==> src/hdl/pmal_pkg.sv <==
`timescale 1ns / 1ps
// ----------------------------------------------------------------------------
// Peak meter package
// Shared widths, constants and payload types of the peak meter.
// ----------------------------------------------------------------------------
package pmal_pkg;

    localparam int SAMPLE_W         = 24;
    localparam int MAX_CHANNELS_DEF = 8;
    localparam int CH_FIELD_W       = 3;
    localparam int DB_W             = 16;
    localparam int CFG_CH_W         = 4;
    localparam int ALPHA_W          = 16;
    localparam int TICKS_W          = 8;
    localparam int FRAC_BITS        = 30;
    localparam int EXP_W            = 5;
    localparam int LOG_W            = EXP_W + FRAC_BITS;
    localparam int QUEUE_DEPTH      = 4;
    localparam int PEAK_FLOOR       = (1 << (SAMPLE_W - 1)) / 1000000;

    localparam logic signed [DB_W-1:0] DB_FLOOR = -16'sd24576;
    localparam logic signed [DB_W:0]   DB_GATE  = -17'sd24320;
    localparam logic [26:0]            DB_PER_LOG2_Q16 = 27'd101008905;

    localparam logic OP_SAMPLE = 1'b0;
    localparam logic OP_TICK   = 1'b1;

    localparam logic [1:0] REG_CHANNELS     = 2'd0;
    localparam logic [1:0] REG_ALPHA_START  = 2'd1;
    localparam logic [1:0] REG_ALPHA_STEADY = 2'd2;
    localparam logic [1:0] REG_START_TICKS  = 2'd3;

    typedef struct packed {
        logic                       operation;
        logic [CH_FIELD_W-1:0]      channel;
        logic signed [SAMPLE_W-1:0] sample;
        logic                       buffer_end;
    } pmal_in_t;

    typedef struct packed {
        logic [CH_FIELD_W-1:0]  out_channel;
        logic [SAMPLE_W-1:0]    peak;
        logic signed [DB_W-1:0] ambient_db;
        logic                   has_channels;
        logic                   last_of_report;
    } pmal_out_t;

    typedef struct packed {
        logic                  is_tick;
        logic [CH_FIELD_W-1:0] ch;
        logic [SAMPLE_W-1:0]   mag;
        logic                  buffer_end;
    } pmal_cmd_t;

    typedef struct packed {
        logic [CFG_CH_W-1:0] channels;
        logic [ALPHA_W-1:0]  alpha_start;
        logic [ALPHA_W-1:0]  alpha_steady;
        logic [TICKS_W-1:0]  start_ticks;
    } pmal_cfg_t;

endpackage

==> src/hdl/pmal_front.sv <==
`timescale 1ns / 1ps
// ----------------------------------------------------------------------------
// Peak meter front end
// Accepts items, drops samples of unused channels and rectifies samples.
// ----------------------------------------------------------------------------
module pmal_front #(
    parameter int MAX_CHANNELS = pmal_pkg::MAX_CHANNELS_DEF
) (
    input  logic                aclk,
    input  logic                aresetn,
    input  logic                s_valid,
    output logic                s_ready,
    input  pmal_pkg::pmal_in_t  s_data,
    input  pmal_pkg::pmal_cfg_t cfg,
    output logic                cmd_valid,
    input  logic                cmd_ready,
    output pmal_pkg::pmal_cmd_t cmd
);
    import pmal_pkg::*;

    logic        valid_reg;
    pmal_cmd_t   cmd_reg;
    pmal_cmd_t   cmd_next;
    logic [4:0]  active;
    logic        keep;

    assign active = ({1'b0, cfg.channels} > 5'(MAX_CHANNELS)) ? 5'(MAX_CHANNELS)
                                                             : {1'b0, cfg.channels};
    assign keep = (s_data.operation == OP_TICK) || ({2'b00, s_data.channel} < active);

    always_comb begin
        cmd_next.is_tick    = (s_data.operation == OP_TICK);
        cmd_next.ch         = s_data.channel;
        cmd_next.mag        = s_data.sample[SAMPLE_W-1] ? (~s_data.sample + 1'b1)
                                                        : s_data.sample;
        cmd_next.buffer_end = s_data.buffer_end;
    end

    assign s_ready   = !valid_reg || cmd_ready;
    assign cmd_valid = valid_reg;
    assign cmd       = cmd_reg;

    always_ff @(posedge aclk) begin
        if (!aresetn) begin
            valid_reg <= 1'b0;
        end else if (s_ready) begin
            valid_reg <= s_valid && keep;
            if (s_valid) begin
                cmd_reg <= cmd_next;
            end
        end
    end

endmodule

==> src/hdl/pmal_queue.sv <==
`timescale 1ns / 1ps
// ----------------------------------------------------------------------------
// Peak meter command queue
// Short first-in first-out queue between the front end and the back end.
// ----------------------------------------------------------------------------
module pmal_queue (
    input  logic                aclk,
    input  logic                aresetn,
    input  logic                push_valid,
    output logic                push_ready,
    input  pmal_pkg::pmal_cmd_t push_data,
    output logic                pop_valid,
    input  logic                pop_ready,
    output pmal_pkg::pmal_cmd_t pop_data
);
    import pmal_pkg::*;

    localparam int PTR_W = $clog2(QUEUE_DEPTH);
    localparam int CNT_W = $clog2(QUEUE_DEPTH + 1);

    pmal_cmd_t        mem_reg [QUEUE_DEPTH];
    logic [PTR_W-1:0] wr_ptr_reg;
    logic [PTR_W-1:0] rd_ptr_reg;
    logic [CNT_W-1:0] count_reg;
    logic             push;
    logic             pop;

    assign push_ready = (count_reg != CNT_W'(QUEUE_DEPTH));
    assign pop_valid  = (count_reg != '0);
    assign pop_data   = mem_reg[rd_ptr_reg];
    assign push       = push_valid && push_ready;
    assign pop        = pop_valid && pop_ready;

    always_ff @(posedge aclk) begin
        if (push) begin
            mem_reg[wr_ptr_reg] <= push_data;
        end
    end

    always_ff @(posedge aclk) begin
        if (!aresetn) begin
            wr_ptr_reg <= '0;
            rd_ptr_reg <= '0;
            count_reg  <= '0;
        end else begin
            if (push) begin
                wr_ptr_reg <= wr_ptr_reg + 1'b1;
            end
            if (pop) begin
                rd_ptr_reg <= rd_ptr_reg + 1'b1;
            end
            if (push && !pop) begin
                count_reg <= count_reg + 1'b1;
            end else if (pop && !push) begin
                count_reg <= count_reg - 1'b1;
            end
        end
    end

endmodule

==> src/hdl/pmal_back.sv <==
`timescale 1ns / 1ps
// ----------------------------------------------------------------------------
// Peak meter back end
// Updates channel peaks, computes the ambient level and sends tick reports.
// ----------------------------------------------------------------------------
module pmal_back #(
    parameter int MAX_CHANNELS = pmal_pkg::MAX_CHANNELS_DEF
) (
    input  logic                aclk,
    input  logic                aresetn,
    input  logic                cmd_valid,
    output logic                cmd_ready,
    input  pmal_pkg::pmal_cmd_t cmd,
    input  pmal_pkg::pmal_cfg_t cfg,
    output logic                m_valid,
    input  logic                m_ready,
    output pmal_pkg::pmal_out_t m_data
);
    import pmal_pkg::*;

    localparam int CH_W  = (MAX_CHANNELS > 1) ? $clog2(MAX_CHANNELS) : 1;
    localparam int CNT_W = $clog2(MAX_CHANNELS + 1);
    localparam logic [LOG_W-1:0] LOG_TOP = LOG_W'(SAMPLE_W - 1) << FRAC_BITS;

    typedef enum logic [2:0] {
        ST_IDLE, ST_NORM, ST_SQUARE, ST_MUL, ST_SUM, ST_SMUL, ST_SADD, ST_REPORT
    } state_t;

    state_t                 state_reg;
    logic [SAMPLE_W-1:0]    running_reg [MAX_CHANNELS];
    logic [SAMPLE_W-1:0]    latest_reg  [MAX_CHANNELS];
    logic [CNT_W-1:0]       rep_cnt_reg;
    logic signed [DB_W-1:0] amb_reg;
    logic [TICKS_W-1:0]     tick_cnt_reg;
    logic [ALPHA_W-1:0]     alpha_reg;
    logic [31:0]            x_reg;
    logic [EXP_W-1:0]       e_reg;
    logic [FRAC_BITS-1:0]   frac_reg;
    logic [4:0]             step_reg;
    logic [44:0]            plo_reg;
    logic [43:0]            phi_reg;
    logic signed [DB_W:0]   lvl_reg;
    logic [32:0]            prod_reg;
    logic                   neg_reg;
    logic [CNT_W-1:0]       idx_reg;
    logic [CNT_W-1:0]       n_reg;
    logic                   m_valid_reg;
    pmal_out_t              m_data_reg;

    logic [4:0]             active;
    logic [CH_W-1:0]        ch;
    logic [SAMPLE_W-1:0]    peak_next;
    logic [63:0]            sq;
    logic [32:0]            sq_top;
    logic [LOG_W-1:0]       lg;
    logic [LOG_W-1:0]       log_dist;
    logic [62:0]            sum;
    logic signed [DB_W:0]   lvl_next;
    logic signed [DB_W:0]   diff;
    logic [DB_W:0]          absd;
    logic [33:0]            rnd;
    logic [DB_W:0]          stp;
    logic                   last;
    logic                   out_load;

    assign active = ({1'b0, cfg.channels} > 5'(MAX_CHANNELS)) ? 5'(MAX_CHANNELS)
                                                             : {1'b0, cfg.channels};
    assign ch        = CH_W'(cmd.ch);
    assign peak_next = (cmd.mag > running_reg[ch]) ? cmd.mag : running_reg[ch];
    assign sq        = 64'(x_reg) * 64'(x_reg);
    assign sq_top    = sq[63:31];
    assign lg        = {e_reg, frac_reg};
    assign log_dist  = (lg >= LOG_TOP) ? '0 : LOG_TOP - lg;
    assign sum       = 63'(plo_reg) + 63'({phi_reg, 18'b0}) + (63'(1) << 45);
    assign lvl_next  = -$signed({1'b0, sum[61:46]});
    assign diff      = lvl_reg - $signed({amb_reg[DB_W-1], amb_reg});
    assign absd      = diff[DB_W] ? 17'(-diff) : 17'(diff);
    assign rnd       = 34'(prod_reg) + 34'd32768;
    assign stp       = rnd[32:16];
    assign last      = (n_reg == '0) || (idx_reg == n_reg - 1'b1);
    assign out_load  = (state_reg == ST_REPORT) && (!m_valid_reg || m_ready);

    assign cmd_ready = (state_reg == ST_IDLE);
    assign m_valid   = m_valid_reg;
    assign m_data    = m_data_reg;

    always_ff @(posedge aclk) begin
        if (!aresetn) begin
            state_reg    <= ST_IDLE;
            rep_cnt_reg  <= '0;
            amb_reg      <= DB_FLOOR;
            tick_cnt_reg <= '0;
            m_valid_reg  <= 1'b0;
            for (int i = 0; i < MAX_CHANNELS; i++) begin
                running_reg[i] <= '0;
                latest_reg[i]  <= '0;
            end
        end else begin
            if (out_load) begin
                m_valid_reg <= 1'b1;
            end else if (m_ready) begin
                m_valid_reg <= 1'b0;
            end
            unique case (state_reg)
                ST_IDLE: begin
                    if (cmd_valid && !cmd.is_tick) begin
                        if (cmd.buffer_end) begin
                            latest_reg[ch]  <= peak_next;
                            running_reg[ch] <= '0;
                            rep_cnt_reg     <= CNT_W'(active);
                        end else begin
                            running_reg[ch] <= peak_next;
                        end
                    end else if (cmd_valid) begin
                        n_reg     <= rep_cnt_reg;
                        idx_reg   <= '0;
                        alpha_reg <= (tick_cnt_reg < cfg.start_ticks) ? cfg.alpha_start
                                                                      : cfg.alpha_steady;
                        if (tick_cnt_reg < cfg.start_ticks) begin
                            tick_cnt_reg <= tick_cnt_reg + 1'b1;
                        end
                        x_reg <= 32'(latest_reg[0]);
                        e_reg <= 5'd31;
                        if (rep_cnt_reg == '0 ||
                            latest_reg[0] <= SAMPLE_W'(PEAK_FLOOR)) begin
                            state_reg <= ST_REPORT;
                        end else begin
                            state_reg <= ST_NORM;
                        end
                    end
                end
                ST_NORM: begin
                    if (x_reg[31]) begin
                        step_reg  <= '0;
                        frac_reg  <= '0;
                        state_reg <= ST_SQUARE;
                    end else begin
                        x_reg <= {x_reg[30:0], 1'b0};
                        e_reg <= e_reg - 1'b1;
                    end
                end
                ST_SQUARE: begin
                    frac_reg <= {frac_reg[FRAC_BITS-2:0], sq_top[32]};
                    x_reg    <= sq_top[32] ? sq_top[32:1] : sq_top[31:0];
                    step_reg <= step_reg + 1'b1;
                    if (step_reg == 5'(FRAC_BITS - 1)) begin
                        state_reg <= ST_MUL;
                    end
                end
                ST_MUL: begin
                    plo_reg   <= 45'(log_dist[17:0]) * 45'(DB_PER_LOG2_Q16);
                    phi_reg   <= 44'(log_dist[LOG_W-1:18]) * 44'(DB_PER_LOG2_Q16);
                    state_reg <= ST_SUM;
                end
                ST_SUM: begin
                    lvl_reg   <= lvl_next;
                    state_reg <= (lvl_next > DB_GATE) ? ST_SMUL : ST_REPORT;
                end
                ST_SMUL: begin
                    prod_reg  <= 33'(absd) * 33'(alpha_reg);
                    neg_reg   <= diff[DB_W];
                    state_reg <= ST_SADD;
                end
                ST_SADD: begin
                    amb_reg   <= neg_reg ? amb_reg - DB_W'(stp) : amb_reg + DB_W'(stp);
                    state_reg <= ST_REPORT;
                end
                ST_REPORT: begin
                    if (out_load) begin
                        m_data_reg.out_channel     <= CH_FIELD_W'(idx_reg);
                        m_data_reg.peak            <= (n_reg == '0) ? '0
                                                    : latest_reg[CH_W'(idx_reg)];
                        m_data_reg.ambient_db      <= amb_reg;
                        m_data_reg.has_channels    <= (n_reg != '0);
                        m_data_reg.last_of_report  <= last;
                        idx_reg                    <= idx_reg + 1'b1;
                        if (last) begin
                            state_reg <= ST_IDLE;
                        end
                    end
                end
                default: state_reg <= ST_IDLE;
            endcase
        end
    end

endmodule

==> src/hdl/peak_meter_with_ambient_level.sv <==
`timescale 1ns / 1ps
// ----------------------------------------------------------------------------
// Peak meter with ambient level
// Per-channel absolute peak meter with a smoothed ambient level in dBFS.
// ----------------------------------------------------------------------------
// Sample and tick items enter on the s_ channel. A sample updates the running
// peak of its channel, and a buffer end makes it the channel's latest peak.
// A tick produces one result item per reported channel (one empty item if none
// is reported) on the m_ channel, all carrying the ambient level after this tick.
// A sample item is handled in the back end's idle state, so samples stream at one per
// cycle while no tick is in progress. A tick goes straight to its report when no
// channel has been reported or channel 0 is at or below the level floor, otherwise
// through normalization and bitwise log2 squaring on one multiplier, then scaling and,
// above the gate, smoothing, then one result item per cycle while the receiver is ready.
// A four-item queue between front and back end keeps the input open while a
// tick is in progress or the receiver stalls; a stalled result is held.
// Reset clears all peaks, the tick count and the ambient level to -96 dB and
// restores the register defaults. Registers are on an APB port at 4*index.
// ----------------------------------------------------------------------------
module peak_meter_with_ambient_level #(
    parameter int MAX_CHANNELS = pmal_pkg::MAX_CHANNELS_DEF
) (
    input  logic                aclk,
    input  logic                aresetn,
    input  logic                s_valid,
    output logic                s_ready,
    input  pmal_pkg::pmal_in_t  s_data,
    output logic                m_valid,
    input  logic                m_ready,
    output pmal_pkg::pmal_out_t m_data,
    input  logic                psel,
    input  logic                penable,
    input  logic                pwrite,
    input  logic [3:0]          paddr,
    input  logic [31:0]         pwdata,
    output logic [31:0]         prdata,
    output logic                pready
);
    import pmal_pkg::*;

    pmal_cfg_t cfg_reg;
    pmal_cmd_t front_cmd;
    pmal_cmd_t queue_cmd;
    logic      front_valid;
    logic      front_ready;
    logic      queue_valid;
    logic      queue_ready;

    assign pready = 1'b1;

    always_ff @(posedge aclk) begin
        if (!aresetn) begin
            cfg_reg.channels     <= 4'd1;
            cfg_reg.alpha_start  <= 16'd26214;
            cfg_reg.alpha_steady <= 16'd655;
            cfg_reg.start_ticks  <= 8'd6;
        end else if (psel && penable && pwrite && pready) begin
            unique case (paddr[3:2])
                REG_CHANNELS:     cfg_reg.channels     <= pwdata[CFG_CH_W-1:0];
                REG_ALPHA_START:  cfg_reg.alpha_start  <= pwdata[ALPHA_W-1:0];
                REG_ALPHA_STEADY: cfg_reg.alpha_steady <= pwdata[ALPHA_W-1:0];
                REG_START_TICKS:  cfg_reg.start_ticks  <= pwdata[TICKS_W-1:0];
                default: ;
            endcase
        end
    end

    always_comb begin
        unique case (paddr[3:2])
            REG_CHANNELS:     prdata = 32'(cfg_reg.channels);
            REG_ALPHA_START:  prdata = 32'(cfg_reg.alpha_start);
            REG_ALPHA_STEADY: prdata = 32'(cfg_reg.alpha_steady);
            REG_START_TICKS:  prdata = 32'(cfg_reg.start_ticks);
            default:          prdata = '0;
        endcase
    end

    pmal_front #(.MAX_CHANNELS(MAX_CHANNELS)) u_front (
        .aclk      (aclk),
        .aresetn   (aresetn),
        .s_valid   (s_valid),
        .s_ready   (s_ready),
        .s_data    (s_data),
        .cfg       (cfg_reg),
        .cmd_valid (front_valid),
        .cmd_ready (front_ready),
        .cmd       (front_cmd)
    );

    pmal_queue u_queue (
        .aclk       (aclk),
        .aresetn    (aresetn),
        .push_valid (front_valid),
        .push_ready (front_ready),
        .push_data  (front_cmd),
        .pop_valid  (queue_valid),
        .pop_ready  (queue_ready),
        .pop_data   (queue_cmd)
    );

    pmal_back #(.MAX_CHANNELS(MAX_CHANNELS)) u_back (
        .aclk      (aclk),
        .aresetn   (aresetn),
        .cmd_valid (queue_valid),
        .cmd_ready (queue_ready),
        .cmd       (queue_cmd),
        .cfg       (cfg_reg),
        .m_valid   (m_valid),
        .m_ready   (m_ready),
        .m_data    (m_data)
    );

endmodule

==> config.mk <==
export PLATFORM = sky130hd
export DESIGN_NAME = peak_meter_with_ambient_level
export DESIGN_NICKNAME = d
export VERILOG_FILES = /design/src/hdl/pmal_pkg.sv /design/src/hdl/pmal_front.sv /design/src/hdl/pmal_queue.sv /design/src/hdl/pmal_back.sv /design/src/hdl/peak_meter_with_ambient_level.sv
export SDC_FILE = /design/constraint.sdc
export NUM_CORES = 2
export LEC_CHECK = 0
export BUFFER_PORTS_ARGS = -buffer_cell sky130_fd_sc_hd__buf_2
export CORE_MARGIN = 2
export CORE_UTILIZATION = 60
export DETAILED_ROUTE_END_ITERATION = 12
export PLACE_DENSITY_LB_ADDON = 0.3
export SETUP_SLACK_MARGIN = 0.5
export SYNTH_ARGS = -nofsm -noshare
export SYNTH_HDL_FRONTEND = slang
export SYNTH_SLANG_ARGS = --single-unit
==> constraint.sdc <==
create_clock -name aclk -period 18.7 [get_ports aclk]
set_input_delay 3.74 -clock aclk [delete_from_list [all_inputs] [get_ports aclk]]
set_output_delay 3.74 -clock aclk [all_outputs]
set_load 0.005 [all_outputs]
==> impl_metrics.tcl <==
set metrics [dict create \
    status "finished with violations" \
    violations "DRC" \
    hold_class "register to register" \
    syn_inst 8134 \
    rsz0062_at_grt "false" \
    post_cts_buffers 0 \
    gp_congestion 0.920 \
    yosys.cell_types.count 98 \
    initial_core_util_pct 60.4 \
    rows 139 \
    core_um2 144000 \
    insertion_delay_ns 0.67 \
    fin_skew_ns 0.0452 \
    finalCritPeriodShare_pct 55.9 \
    ys_top_cells_by_area "fa_1, edfxtp_1, ha_1" \
    cts_root_buffer "clkbuf_16" \
    overflow 0 \
    drtIter0Drc 5195 \
    async_reset_ff_share_pct 0 \
    ys.warnings.count 0 \
    synth_top_area_share_pct 27.1 \
    ys_ff_latch 862 \
    crit_path_end_kind "register" \
    final-setup-viol-count 0 \
    fp.dieW_um 384 \
    synth_common_cells "inv_1, fa_1, ha_1, edfxtp_1, nor2_1" \
    cts_num_sinks 862 \
    slew_headroom_pct 8.92 \
    drive_above_1_share_pct 7.27 \
    fp.dieH_um 384 \
    worstMarginPinSlew_ns 1.36 \
    antenna_found_initial 11 \
    crit_arrival_ns 10.86 \
    yosysTopAreaCell "fa_1" \
    cp_max_fo 26 \
    min_from "u_back.rep_cnt_reg[2]" \
    fin_tns_setup_ns 0 \
    via_per_inst 5.82 \
    dp_hpwl_um 158000 \
    maxCapViolCount 0 \
    cp-startpoint "u_back.x_reg[16]" \
    grt_max_degree 72 \
    routed_wl_um 213000 \
    synth_edf_count 776 \
    start_kind "register" \
    worstPathRequired_ns 19.10 \
    fin_nets 10200 \
    syn-cell-area_um2 86800 \
    synth_area_per_cell_um2 10.7 \
    clk_path_buf_depth 3 \
    clock.fmax_ghz 0.0957 \
    cp_common_cell "fa_1" \
    cts_buffers 87 \
    slowest_delay_ns 0.58 \
    wl_per_cell_um 21.0 \
    timing.rr.start "u_back.x_reg[16]" \
    criticalPathCategory "register to register" \
    cts_hold_buf 0 \
    hold_viol_final 0 \
    drt-pass1-iter-count 10 \
    ios 152 \
    areaGrowthSynthToFinish_pct 6.87 \
    antenna_left 0 \
    synth_ff_type "edfxtp_1" \
    dieArea_um2 148000 \
    post_cts_resized 0 \
    slew_violations 0 \
    cts-htree-levels 3 \
    cts_tree "done" \
    yosysSeqAreaShare_pct 28.8 \
    period_needed_ns 10.45 \
    io_buffers 116 \
    yosysMostFrequentCell "inv_1" \
    num_vias 58900 \
    path_clk_slew_ns 0.07 \
    slowest_stage "clkinv_1" \
    grt_util_all_layers_pct 29.7 \
    grt_pass1_wl_um 341000 \
    drc 8 \
    first_global_vias 62900 \
]
[per-stage QoR]
step                area (um2)  std cells  setup slack, ns  utilization, %  hold slack, ns
finish                   92800      10100             8.25            64.6           0.468
global route             92800      10100             7.82            64.6           0.478
floorplan                86800       8149             9.76               -           0.424
detailed placement       89700       9953             8.42            62.4           0.444
CTS                      92800      10100             8.38            64.6           0.460
global placement         89700       9953             8.55            62.4           0.444
[layout make-up]
class / instances / area [um2]
Clock buffer: 102 / 2310
Clock inverter: 60 / 752
Tap cell: 1903 / 2380
Antenna cell: 1 / 2.50
Fill cell: 11000 / 50900
Multi-Input combinational cell: 5390 / 54900
Timing Repair Buffer: 242 / 1530
Sequential cell: 862 / 25000
Inverter: 1556 / 5840
[cell families after synthesis]
group / share of synthesized area, %
DFF: 28.8
xor gates and xnor gates: 3.06
and+or+nand+nor: 11.2
muxes: 3.60
AOI/OAI and AO/OA: 5.95
other: 0.00865
buffers and inverters: 8.30
adders and majority gates: 39.0
[metal layers]
metal / wire [um] / track usage (%)
met4: 6950 / 9.51
met2: 104000 / 50.0
met5: 8 / 0
met1: 83000 / 39.9
met3: 18900 / 4.34
[layout by cell type (no fill, tap or decap), types with 126 or more instances in the layout]
cell type	n
edfxtp_1	776
buf_4	126
fa_1	1175
a21oi_1	214
nor2_1	653
xnor2_1	195
inv_1	1550
ha_1	827
nand2_1	654
o21ai_0	128
and2_1	328
[worst paths after layout]
kind                      end  slack, ns  cells after the start
max          u_back.x_reg[29]       8.25                     29
min           u_back.n_reg[2]       0.47                      0
max reg2reg  u_back.x_reg[29]       8.25                     29
min reg2reg   u_back.n_reg[2]       0.47                      0
[worst max-delay path, delay by kind of cell, from the launching register on]
family | cells | cell delay, ns
AOI/OAI and AO/OA | 9 | 2.77
buffers and inverters | 6 | 1.20
DFF | 1 | 0.35
xor gates and xnor gates | 1 | 0.54
and+or+nand+nor | 4 | 0.88
adders and majority gates | 9 | 4.44
Power is left out: the tool's default activity adds up to more than one toggle a clock period on the data nets, which glitch-free logic cannot reach.
